File: config.mk
export PLATFORM = sky130hd
export DESIGN_NAME = ccsoc_front
export DESIGN_NICKNAME = d
export VERILOG_FILES = /design/src/design/ccsoc_pkg.sv /design/src/design/ccsoc_front.sv
export SDC_FILE = /design/constraint.sdc
export NUM_CORES = 1
export LEC_CHECK = 0
export BUFFER_PORTS_ARGS = -buffer_cell sky130_fd_sc_hd__buf_2
export CAP_MARGIN = 15
export CORE_MARGIN = 2
export CORE_UTILIZATION = 56
export DETAILED_ROUTE_END_ITERATION = 6
export PLACE_DENSITY = 0.82
export SYNTH_ARGS = -nofsm -noshare
export SYNTH_HDL_FRONTEND = slang
export SYNTH_SLANG_ARGS = --single-unit
export TNS_END_PERCENT = 30
File: constraint.sdc
create_clock -name clock -period 6.03 [get_ports clock]
set_clock_uncertainty 0.05 [all_clocks]
set_input_delay 1.5075 -clock clock [delete_from_list [all_inputs] [get_ports clock]]
set_output_delay 1.5075 -clock clock [all_outputs]
set_load 0.01 [all_outputs]
File: src/design/ccsoc_pkg.sv
// Shared types, constants and helpers for the coulomb counter.
package ccsoc_pkg;

   localparam int unsigned CUR_W   = 16;
   localparam int unsigned TIME_W  = 48;
   localparam int unsigned SUM_W   = 17;
   localparam int unsigned GAIN_W  = 32;
   localparam int unsigned ETA_W   = 17;
   localparam int unsigned SOC_W   = 33;
   localparam int unsigned MAG_W   = 35;
   localparam int unsigned PROD_W  = 64;
   localparam int unsigned HALF_W  = 24;
   localparam int unsigned PART_W  = SUM_W + HALF_W;
   localparam int unsigned CSR_IDX_W  = 2;
   localparam int unsigned CSR_DATA_W = 32;
   localparam int unsigned REQ_DATA_W = 64;
   localparam int unsigned RSP_DATA_W = 40;

   localparam logic [SOC_W-1:0] SOC_FULL  = {1'b1, 32'd0};
   localparam logic [MAG_W-1:0] MAG_CAP   = {1'b1, 34'd0};
   localparam logic [ETA_W-1:0] ETA_MIN   = 17'd32768;
   localparam logic [ETA_W-1:0] ETA_MAX   = 17'd65536;
   localparam logic [ETA_W-1:0] ETA_RESET = 17'd65222;

   typedef enum logic [CSR_IDX_W-1:0] {
      CSR_CHARGE_GAIN   = 2'd0,
      CSR_ETA_CHARGE    = 2'd1,
      CSR_ETA_DISCHARGE = 2'd2
   } csr_index_type;

   typedef struct packed {
      logic [GAIN_W-1:0] charge_gain;
      logic [ETA_W-1:0]  chg_eff;
      logic [ETA_W-1:0]  dis_eff;
   } cfg_type;

   typedef struct packed {
      logic              first;
      logic              discharge;
      logic              round_up;
      logic [SUM_W-1:0]  abs_sum;
      logic [TIME_W-1:0] dt;
   } item_type;

   typedef struct packed {
      logic     push;
      item_type data;
   } push_type;

   typedef struct packed {
      logic     valid;
      item_type data;
   } pop_type;

   typedef enum logic [3:0] {
      ST_IDLE,
      ST_MUL_DL,
      ST_MUL_DH,
      ST_ADD_A,
      ST_MUL_GL,
      ST_MUL_GH,
      ST_SUM,
      ST_MUL_ETA,
      ST_UPDATE
   } back_state_type;

   function automatic logic [ETA_W-1:0] clamp_eta(input logic [CSR_DATA_W-1:0] value);
      logic [ETA_W-1:0] e;
      e = value[ETA_W-1:0];
      if (e < ETA_MIN) begin
         e = ETA_MIN;
      end else if (e > ETA_MAX) begin
         e = ETA_MAX;
      end
      return e;
   endfunction

endpackage

File: src/design/ccsoc_front.sv
// Front end: accepts samples, tracks the previous sample and classifies each request.
module ccsoc_front
   import ccsoc_pkg::*;
(
   input  logic                     clock,
   input  logic                     reset,
   input  logic                     req_valid,
   output logic                     req_ready,
   input  logic signed [CUR_W-1:0]  current_ma,
   input  logic [TIME_W-1:0]        time_us,
   input  logic                     queue_full,
   output push_type                 push
);

   logic                     primed_ff, primed_in;
   logic [TIME_W-1:0]        last_time_ff, last_time_in;
   logic signed [CUR_W-1:0]  last_cur_ff, last_cur_in;
   logic signed [SUM_W-1:0]  sum;
   logic                     accept;

   assign req_ready = !queue_full;
   assign accept    = req_valid && req_ready;
   assign sum       = SUM_W'(last_cur_ff) + SUM_W'(current_ma);

   always_comb begin
      primed_in    = primed_ff;
      last_time_in = last_time_ff;
      last_cur_in  = last_cur_ff;
      if (accept) begin
         primed_in    = 1'b1;
         last_time_in = time_us;
         last_cur_in  = current_ma;
      end
      push.push           = accept;
      push.data.first     = !primed_ff;
      push.data.discharge = (sum > 0);
      push.data.round_up  = (sum < 0);
      push.data.abs_sum   = (sum < 0) ? SUM_W'(-sum) : SUM_W'(sum);
      push.data.dt        = time_us - last_time_ff;
   end

   always_ff @(posedge clock) begin
      if (reset) begin
         primed_ff    <= 1'b0;
         last_time_ff <= '0;
         last_cur_ff  <= '0;
      end else begin
         primed_ff    <= primed_in;
         last_time_ff <= last_time_in;
         last_cur_ff  <= last_cur_in;
      end
   end

endmodule

==> summary.txt <==
Place
  – Gpl congestion: 0.9263
  – Post-DP HPWL: 11.42 mm
  – Worst slack, placed: -92.57 ps
  – Cell Area, Placed: 0.006965 sq mm
  – Placed insts: 1,121
  – Number of port buffers: 137

Setup path
  – Crit-path cells: buf_2 -> inv_1 -> ha_2 -> fa_2 -> nor2b_2 -> o31ai_2 -> a211oi_2 -> o41ai_4 -> o31ai_2 -> a221o_1 -> a311o_1 -> a41oi_2 -> xnor2_1 -> buf_2
  – Crit Path Max Fanout: 3
  – Worst reg2reg path depth: 2
  – Kind of critical path: in2out
  – CP startpoint kind: input pin
  – Slowest-stage cell, CP: a311o_1
  – Data required time of the critical path: 4470 ps
  – Buffers plus inverters on the worst setup path: 3
  – Crit path arrival time: 4430 ps
  – Critical path's top delay family: compound AO/OA/AOI/OAI gates
  – Slowest stage delay, CP: 430 ps
  – CP Depth: 14
  – Crit. End Element: output pin

Layout
  – Share of post-route cells with drive strength above 1: 0.2126
  – Design area: 0.007317 sq mm
  – Fin util: 0.6810
  – Multi-input gate area in the final layout: 0.004459 sq mm
  – Register area: 0.001301 sq mm
  – Area Overhead vs Synth: 20.21%
  – N_diodes: 0
  – Nets: 1,131
  – Fillers: 988
  – Non-filler cells, final: 1,142

Global routing
  – Grt met2 use: 0.4546
  – GRT Residual Overflow: 0
  – Layer with the highest usage: met2
  – Largest net degree at the start of global routing: 66
  – Met1 usage in global routing: 0.3424
  – Total Routing Usage GR: 0.2605
  – Number of global-route vias before repair: 5,673
  – Met3 Usage GRT: 0.02049
  – First-pass GRT wire length: 25.30 mm
  – Antenna violations before repair: 0

Clock tree
  – CTS max path bufs: 2
  – CTS Hold Buffers Added: 0
  – Skew-Pair Late Insertion Delay: 340 ps
  – Sink Count: 65
  – TritonCTS clock tree: done
  – Root Buffer Master: clkbuf_8
  – H-tree levels: 3
  – Total CTS buffers: 9
  – Clock-pin slew on the worst setup and hold paths: 70 ps

STA
  – RSZ-0062 raised after global routing: yes
  – Fmax: 166.9 MHz
  – Final setup margin: 37.67 ps
  – Fin. Hold Viols: 0
  – Min cycle time layout: 5992 ps
  – Slew headroom: 0.5328
  – Worst Max-Slew Pin Slew: 700.8 ps
  – Final hold slack: 405.2 ps
  – Final period utilization: 0.9938
  – Fin. max-slew vios: 0
  – Setup tns final: 0 ps
  – Final number of setup-violating endpoints: 0

Worst hold path
  – Min-Delay Path Class: reg2reg
  – Hold path cells: 2

Synthesis
  – Top_reg_cell synth: dfxtp_1
  – Synth area leaders: dfxtp_1, ha_1, nand2_1
  – Synth top cells by count: nand2_1, a21oi_1, inv_1
  – Most common cell in the netlist: nand2_1
  – Syn Inst Count: 860
  – Synthesis-stage register bit count: 65
  – Post-synthesis sequential area ratio: 0.2138
  – Area leader, netlist: dfxtp_1
  – Post-synth ARST share: 0
  – Mapped Area: 0.006087 sq mm
  – Syn Area/Cell: 7.078 sq um
  – Ys Warns: 0
  – Cell variety after synth: 63
  – Syn Nets: 994
  – Top cell type's share of synthesized area: 0.2138
  – EDFF count, synth: 0

Floorplanning
  – Die Y: 108.3 microns
  – Core area: 0.01075 sq mm
  – Die area: 0.01172 sq mm
  – Initial core utilization: 0.5665
  – Num rows: 38
  – Die W: 108.3 microns
  – Io pins: 138

Detailed routing
  – Vias: 6,375
  – WL/cell: 13.53 microns
  – Number of routed nets with antenna violations: 0
  – Iter 0 DRT Violations: 257
  – DRC: 0
  – Drt first pass iters: 6
  – WL final: 15.45 mm
  – Drt via density: 5.582

Outcome
  – Status: finished clean

Power
  – Total power draw: 1.552 mW
  – PD cells: 212.1 mW/mm^2
  – Peak supply drop: 0.1204 mV
  – Leakage: 3.208 nW

Flow run
  – MaxCap Viol Count: 0
## cell families (layout without fill, tap and decap cells)
family / count (synthesis) / after routing / synth area share
buffers and inverters: 111 / 253 / 0.06968
XOR/XNOR: 67 / 67 / 0.09640
AO/OA/AOI/OAI: 264 / 264 / 0.2685
multiplexers: 1 / 1 / 0.001644
AND/OR/NAND/NOR: 286 / 286 / 0.2119
flip-flops: 65 / 65 / 0.2138
adder cells (fa/ha/maj): 66 / 66 / 0.1381
## what timing repair did
| item | CTS | global route |
|---|---|---|
| cloned | 0 | 0 |
| buffers inserted | 0 | 6 |
| pin swaps | 0 | 10 |
| endpoints found under the setup margin | 5 | 22 |
| resized for setup | 2 | 18 |
## layer usage
layer / vias up / share of wire
li1: 3257 / -
met1: 2914 / 0.46
met2: 175 / 0.48
met3: 29 / 0.041
met4: 0 / 0.022
met5: - / 0
## path summary, 6_finish.rpt
kind | to | start | slack (ps)
max | push[44] | time_us[0] | 40
min | last_time_ff[39] | last_time_ff[39] | 410
max reg2reg | last_time_ff[1] | last_time_ff[1] | 5270
min reg2reg | last_time_ff[39] | last_time_ff[39] | 410
## report_power, final
part / internal, mW / switching [mW] / total (mW)
sequential: 0.449 / 0.00953 / 0.459
combinational: 0.293 / 0.386 / 0.679
clock: 0.233 / 0.182 / 0.414
## cells in the final DEF, fill, tap and decap left out, drive strengths merged, types with 6 or more instances in the layout
cell type / instances
nand2: 165
buf: 164
a21oi: 121
inv: 73
dfxtp: 65
ha: 64
xnor2: 46
o21ai: 43
nor2: 37
a21o: 33
xor2: 21
nor3: 14
nand3: 13
nand4: 10
and3: 10
a31oi: 9
clkbuf: 9
a211oi: 9
nor2b: 8
o21a: 6
nand2b: 6
## registers in the layout, summed over array words and instances (netlist names)
| name | flops |
|---|---|
| last_cur_ff | 16 |
| last_time_ff | 48 |
| primed_ff | 1 |
## cell type report
type / count / share of cell area
inverter: 73 / 0.03745
clock inverter: 7 / 0.01300
clock buffer: 9 / 0.01693
timing repair buffer: 164 / 0.1214
sequential: 65 / 0.1778
multi-input combinational: 684 / 0.6094
tap: 140 / 0.02394
## tightest hold or removal path, cell delays in order (launching register included)
cell     delay, ps
dfxtp_1        310
nand2_1         50
a21oi_1         50
Power figures use the tool's default switching activity.
