===== src/design/ccsoc_pkg.sv =====
// Shared types, constants and helpers for the coulomb counter.
package ccsoc_pkg;

   localparam int unsigned CUR_W   = 16;
   localparam int unsigned TIME_W  = 48;
   localparam int unsigned SUM_W   = 17;
   localparam int unsigned GAIN_W  = 32;
   localparam int unsigned ETA_W   = 17;
   localparam int unsigned SOC_W   = 33;
   localparam int unsigned MAG_W   = 35;
   localparam int unsigned PROD_W  = 64;
   localparam int unsigned HALF_W  = 24;
   localparam int unsigned PART_W  = SUM_W + HALF_W;
   localparam int unsigned CSR_IDX_W  = 2;
   localparam int unsigned CSR_DATA_W = 32;
   localparam int unsigned REQ_DATA_W = 64;
   localparam int unsigned RSP_DATA_W = 40;

   localparam logic [SOC_W-1:0] SOC_FULL  = {1'b1, 32'd0};
   localparam logic [MAG_W-1:0] MAG_CAP   = {1'b1, 34'd0};
   localparam logic [ETA_W-1:0] ETA_MIN   = 17'd32768;
   localparam logic [ETA_W-1:0] ETA_MAX   = 17'd65536;
   localparam logic [ETA_W-1:0] ETA_RESET = 17'd65222;

   typedef enum logic [CSR_IDX_W-1:0] {
      CSR_CHARGE_GAIN   = 2'd0,
      CSR_ETA_CHARGE    = 2'd1,
      CSR_ETA_DISCHARGE = 2'd2
   } csr_index_type;

   typedef struct packed {
      logic [GAIN_W-1:0] charge_gain;
      logic [ETA_W-1:0]  chg_eff;
      logic [ETA_W-1:0]  dis_eff;
   } cfg_type;

   typedef struct packed {
      logic              first;
      logic              discharge;
      logic              round_up;
      logic [SUM_W-1:0]  abs_sum;
      logic [TIME_W-1:0] dt;
   } item_type;

   typedef struct packed {
      logic     push;
      item_type data;
   } push_type;

   typedef struct packed {
      logic     valid;
      item_type data;
   } pop_type;

   typedef enum logic [3:0] {
      ST_IDLE,
      ST_MUL_DL,
      ST_MUL_DH,
      ST_ADD_A,
      ST_MUL_GL,
      ST_MUL_GH,
      ST_SUM,
      ST_MUL_ETA,
      ST_UPDATE
   } back_state_type;

   function automatic logic [ETA_W-1:0] clamp_eta(input logic [CSR_DATA_W-1:0] value);
      logic [ETA_W-1:0] e;
      e = value[ETA_W-1:0];
      if (e < ETA_MIN) begin
         e = ETA_MIN;
      end else if (e > ETA_MAX) begin
         e = ETA_MAX;
      end
      return e;
   endfunction

endpackage


===== src/design/ccsoc_queue.sv =====
// Small request queue between front and back ends.
module ccsoc_queue
   import ccsoc_pkg::*;
#(
   parameter int unsigned DEPTH = 2
)
(
   input  logic     clock,
   input  logic     reset,
   input  push_type push,
   input  logic     pop,
   output pop_type  head,
   output logic     full
);

   localparam int unsigned PTR_W = (DEPTH > 1) ? $clog2(DEPTH) : 1;
   localparam int unsigned CNT_W = $clog2(DEPTH + 1);

   item_type           mem_ff [DEPTH];
   logic [PTR_W-1:0]   wr_ptr_ff, wr_ptr_in;
   logic [PTR_W-1:0]   rd_ptr_ff, rd_ptr_in;
   logic [CNT_W-1:0]   count_ff, count_in;
   logic               do_push, do_pop;

   assign full       = (count_ff == CNT_W'(DEPTH));
   assign head.valid = (count_ff != '0);
   assign head.data  = mem_ff[rd_ptr_ff];
   assign do_push    = push.push && !full;
   assign do_pop     = pop && head.valid;

   always_comb begin
      wr_ptr_in = wr_ptr_ff;
      rd_ptr_in = rd_ptr_ff;
      count_in  = count_ff;
      if (do_push) begin
         wr_ptr_in = (wr_ptr_ff == PTR_W'(DEPTH - 1)) ? '0 : wr_ptr_ff + 1'b1;
      end
      if (do_pop) begin
         rd_ptr_in = (rd_ptr_ff == PTR_W'(DEPTH - 1)) ? '0 : rd_ptr_ff + 1'b1;
      end
      if (do_push && !do_pop) begin
         count_in = count_ff + 1'b1;
      end else if (do_pop && !do_push) begin
         count_in = count_ff - 1'b1;
      end
   end

   always_ff @(posedge clock) begin
      if (do_push) begin
         mem_ff[wr_ptr_ff] <= push.data;
      end
   end

   always_ff @(posedge clock) begin
      if (reset) begin
         wr_ptr_ff <= '0;
         rd_ptr_ff <= '0;
         count_ff  <= '0;
      end else begin
         wr_ptr_ff <= wr_ptr_in;
         rd_ptr_ff <= rd_ptr_in;
         count_ff  <= count_in;
      end
   end

endmodule


===== config.mk =====
export PLATFORM = sky130hd
export DESIGN_NAME = ccsoc_queue
export DESIGN_NICKNAME = d
export VERILOG_FILES = /design/src/design/ccsoc_pkg.sv /design/src/design/ccsoc_queue.sv
export SDC_FILE = /design/constraint.sdc
export NUM_CORES = 1
export LEC_CHECK = 0
export BUFFER_PORTS_ARGS = -buffer_cell sky130_fd_sc_hd__buf_4
export CAP_MARGIN = 20
export CORE_MARGIN = 3
export CORE_UTILIZATION = 40
export CTS_CLUSTER_SIZE = 30
export DETAILED_ROUTE_END_ITERATION = 16
export GPL_ROUTABILITY_DRIVEN = 0
export GPL_TIMING_DRIVEN = 0
export HOLD_SLACK_MARGIN = 0.08
export PLACE_DENSITY = 0.66
export SLEW_MARGIN = 25
export SYNTH_ARGS = -nofsm -noshare
export SYNTH_HDL_FRONTEND = slang
export SYNTH_SLANG_ARGS = --single-unit
export TNS_END_PERCENT = 5

===== constraint.sdc =====
create_clock -name clock -period 2.7 [get_ports clock]
set_input_delay 0.54 -clock clock [delete_from_list [all_inputs] [get_ports clock]]
set_output_delay 0.54 -clock clock [all_outputs]
set_load 0.01 [all_outputs]

==> flow_summary.ini <==
[synthesis]
syn_inst = 237
netlist_area_mm2 = 0.00520
ys_warn_count = 0
ys_ff_latch = 141
synth_nets = 310
syn_avg_cell_area_um2 = 22.0
ys_seq_area_share_pct = 80.4
yosysUniqueCellTypes = 17

[worst_setup_path]
cp-start-kind = register
endpoint_kind = output pin
crit_type = register to output pin
path_max_fanout = 10
reg2reg_to = mem_ff[0][41]
crit_required_ns = 2.16
crit_arrival_ns = 1.73
ff2ff_setup_slack_ns = 0.83
rr_worst_depth = 4
r2r_start = count_ff[1]

[global_routing]
grt_start_max_net_pins = 40
grt_use_total_pct = 13.4
grt_pass1_wl_mm = 14.3
grt_pass1_vias = 2866
antenna_found_initial = 0
globalRouteOverflowTotal = 0

[clock_tree]
cts_resized = 0
cts_tree = yes
cts.sinks = 141
clockBufferDepth = 2
cts_htree_levels = 4
cts_hold_buffers = 0
clockRootBuffer = clkbuf_16
cts-buffers-inserted = 17
path_clk_slew_ns = 0.06
post_cts_buffers = 0
clock_latency_ns = 0.41

[timing]
final.min_clock_period_ns = 2.27
fin_crit_sh_pct = 84.0
relSlewSlack_pct = 69.6
worst_pin_slew_ns = 0.456
drv_slew = 0
fin_tns_setup_ns = 0
fmax_mhz = 441
setup_viol = 0
hold_viol = 0
rsz0062_at_grt = no
finalClockSkew_ns = 0.00529

[finish]
nets = 472
final_common_cell = buf_4
layout-drive-gt1-share_pct = 60.7
area_delta_synth_final_pct = 36.5
fin_area_mm2 = 0.00710
fin_util_pct = 56.1
layout_common_cells = 141 x buf_4, 136 x edfxtp_1, 48 x mux2_2
nFillCells = 1032
antenna_cells = 0

[die]
dieArea_mm2 = 0.0144
dieWidth_um = 120
rows = 41
start_util_pct = 41.1
coreArea_mm2 = 0.0127
die_y_um = 120
ioPinCount = 142

[pwr]
switching_power_w = 0.00173
p_int_w = 0.00517
cellLeakagePower_nw = 2.71
swShare_pct = 25.1
ir_drop_v = 0.000495
combPwrFrac_pct = 26.4
seq_power_share_pct = 40.9
power_density_mw_per_mm2 = 971
p_clk_share_pct = 32.7

[route]
first_pass_iters = 4
drc = 0
vias = 2671
avgRoutedWirePerCell_um = 16.0
ant_nets = 0
drt_iter0_drc = 186
vias_per_cell = 4.57
routed_wl_mm = 9.33

[worst_hold_path]
whs_path_depth = 1
hold_path.class = primary input to register
hold_start = push[50]
hold_end = mem_ff[1][50]

[placement]
dp_hpwl_mm = 6.30
placed_area_mm2 = 0.00652
io_buffers = 141

[job]
drv_cap = 0

[status]
status = completed
==> through the flow <==
| stage | instances | power (W) | hold WS, ns | setup WS (ns) |
|---|---|---|---|---|
| 2_1_floorplan | 237 | 0.00390 | 0.452 | 0.00577 |
| 3_3_place_gp | 550 | 0.00469 | 0.465 | -0.871 |
| 3_5_place_dp | 552 | 0.00473 | 0.485 | 0.612 |
| 4_1_cts | 584 | 0.00701 | 0.289 | 0.364 |
| 5_1_grt | 584 | 0.00723 | 0.282 | 0.318 |
| 6_report | 584 | 0.00690 | 0.311 | 0.431 |
==> layer usage <==
metal / wire length (um) / vias up / share of wire [%] / global-route usage, %
met4: 140 / 0 / 1.5 / 5.15
met5: 0 / - / 0 / 0
met3: 703 / 13 / 7.5 / 6.79
met1: 3670 / 1308 / 39 / 15.0
li1: - / 1259 / - / -
met2: 4810 / 91 / 52 / 21.8
==> Yosys cell counts, drive strengths merged <==
| master | n | area, um2 |
|---|---|---|
| a21oi | 2 | 10.0 |
| nor2 | 4 | 15.0 |
| xor2 | 3 | 26.3 |
| mux2 | 68 | 841 |
| o21ai | 3 | 15.0 |
| ha | 1 | 12.5 |
| dfxtp | 5 | 100 |
| clkbuf | 1 | 5.00 |
| buf | 7 | 53.8 |
| inv | 2 | 7.51 |
| or3 | 2 | 12.5 |
| and2 | 1 | 6.26 |
| edfxtp | 136 | 4080 |
| or2 | 1 | 6.26 |
| nor2b | 1 | 8.76 |
==> power by group through the flow <==
stage / sequential, W / clock, W / combinational, W
final: 0.00282 / 0.00225 / 0.00182
after floorplan: 0.00286 / 0 / 0.00104
after CTS: 0.00283 / 0.00231 / 0.00187
after global routing: 0.00285 / 0.00241 / 0.00197
after detailed placement: 0.00287 / 0 / 0.00186
after global placement: 0.00288 / 0 / 0.00181
==> layout make-up <==
cell class	count	area (um2)	area share (%)
timing repair buffer	143	1100	15.5
buffer	8	58.8	0.828
clock inverter	14	151	2.13
tap	172	215	3.03
sequential	141	4180	58.9
clock buffer	18	429	6.04
multi-input combinational	86	956	13.5
inverter	2	10.0	0.141
==> worst max path at each step <==
| stage | endpoint | cells after the start | from |
|---|---|---|---|
| after floorplan | mem_ff[0][0] | 3 | push[68] |
| after global placement | mem_ff[0][41] | 4 | push[68] |
| after detailed placement | mem_ff[0][41] | 5 | push[68] |
| after CTS | head[42] | 5 | register |
| after global routing | head[42] | 5 | register |
| final | head[42] | 5 | register |
==> state kept, by name, indices dropped and copies added, names as in the netlist, named ones only <==
register   count
count_ff       2
mem_ff       136
rd_ptr_ff      1
wr_ptr_ff      1
==> kinds of logic (layout without fill, tap and decap cells) <==
logic type,count (synthesis),count (layout),synth area share [%]
AO/OA/AOI/OAI,5,5,0.481
XOR/XNOR,3,3,0.505
adder cells (fa/ha/maj),1,1,0.240
buffers and inverters,10,185,1.27
flip-flops,141,141,80.4
multiplexers,68,68,16.2
AND/OR/NAND/NOR,9,9,0.938
==> critical path, cell delays in order, from the launching register on <==
cell      delay, ns
dfxtp_1        0.30
clkbuf_2       0.16
buf_6          0.19
buf_6          0.20
mux2_4         0.32
buf_4          0.15
(Power assumes the default switching activity.)
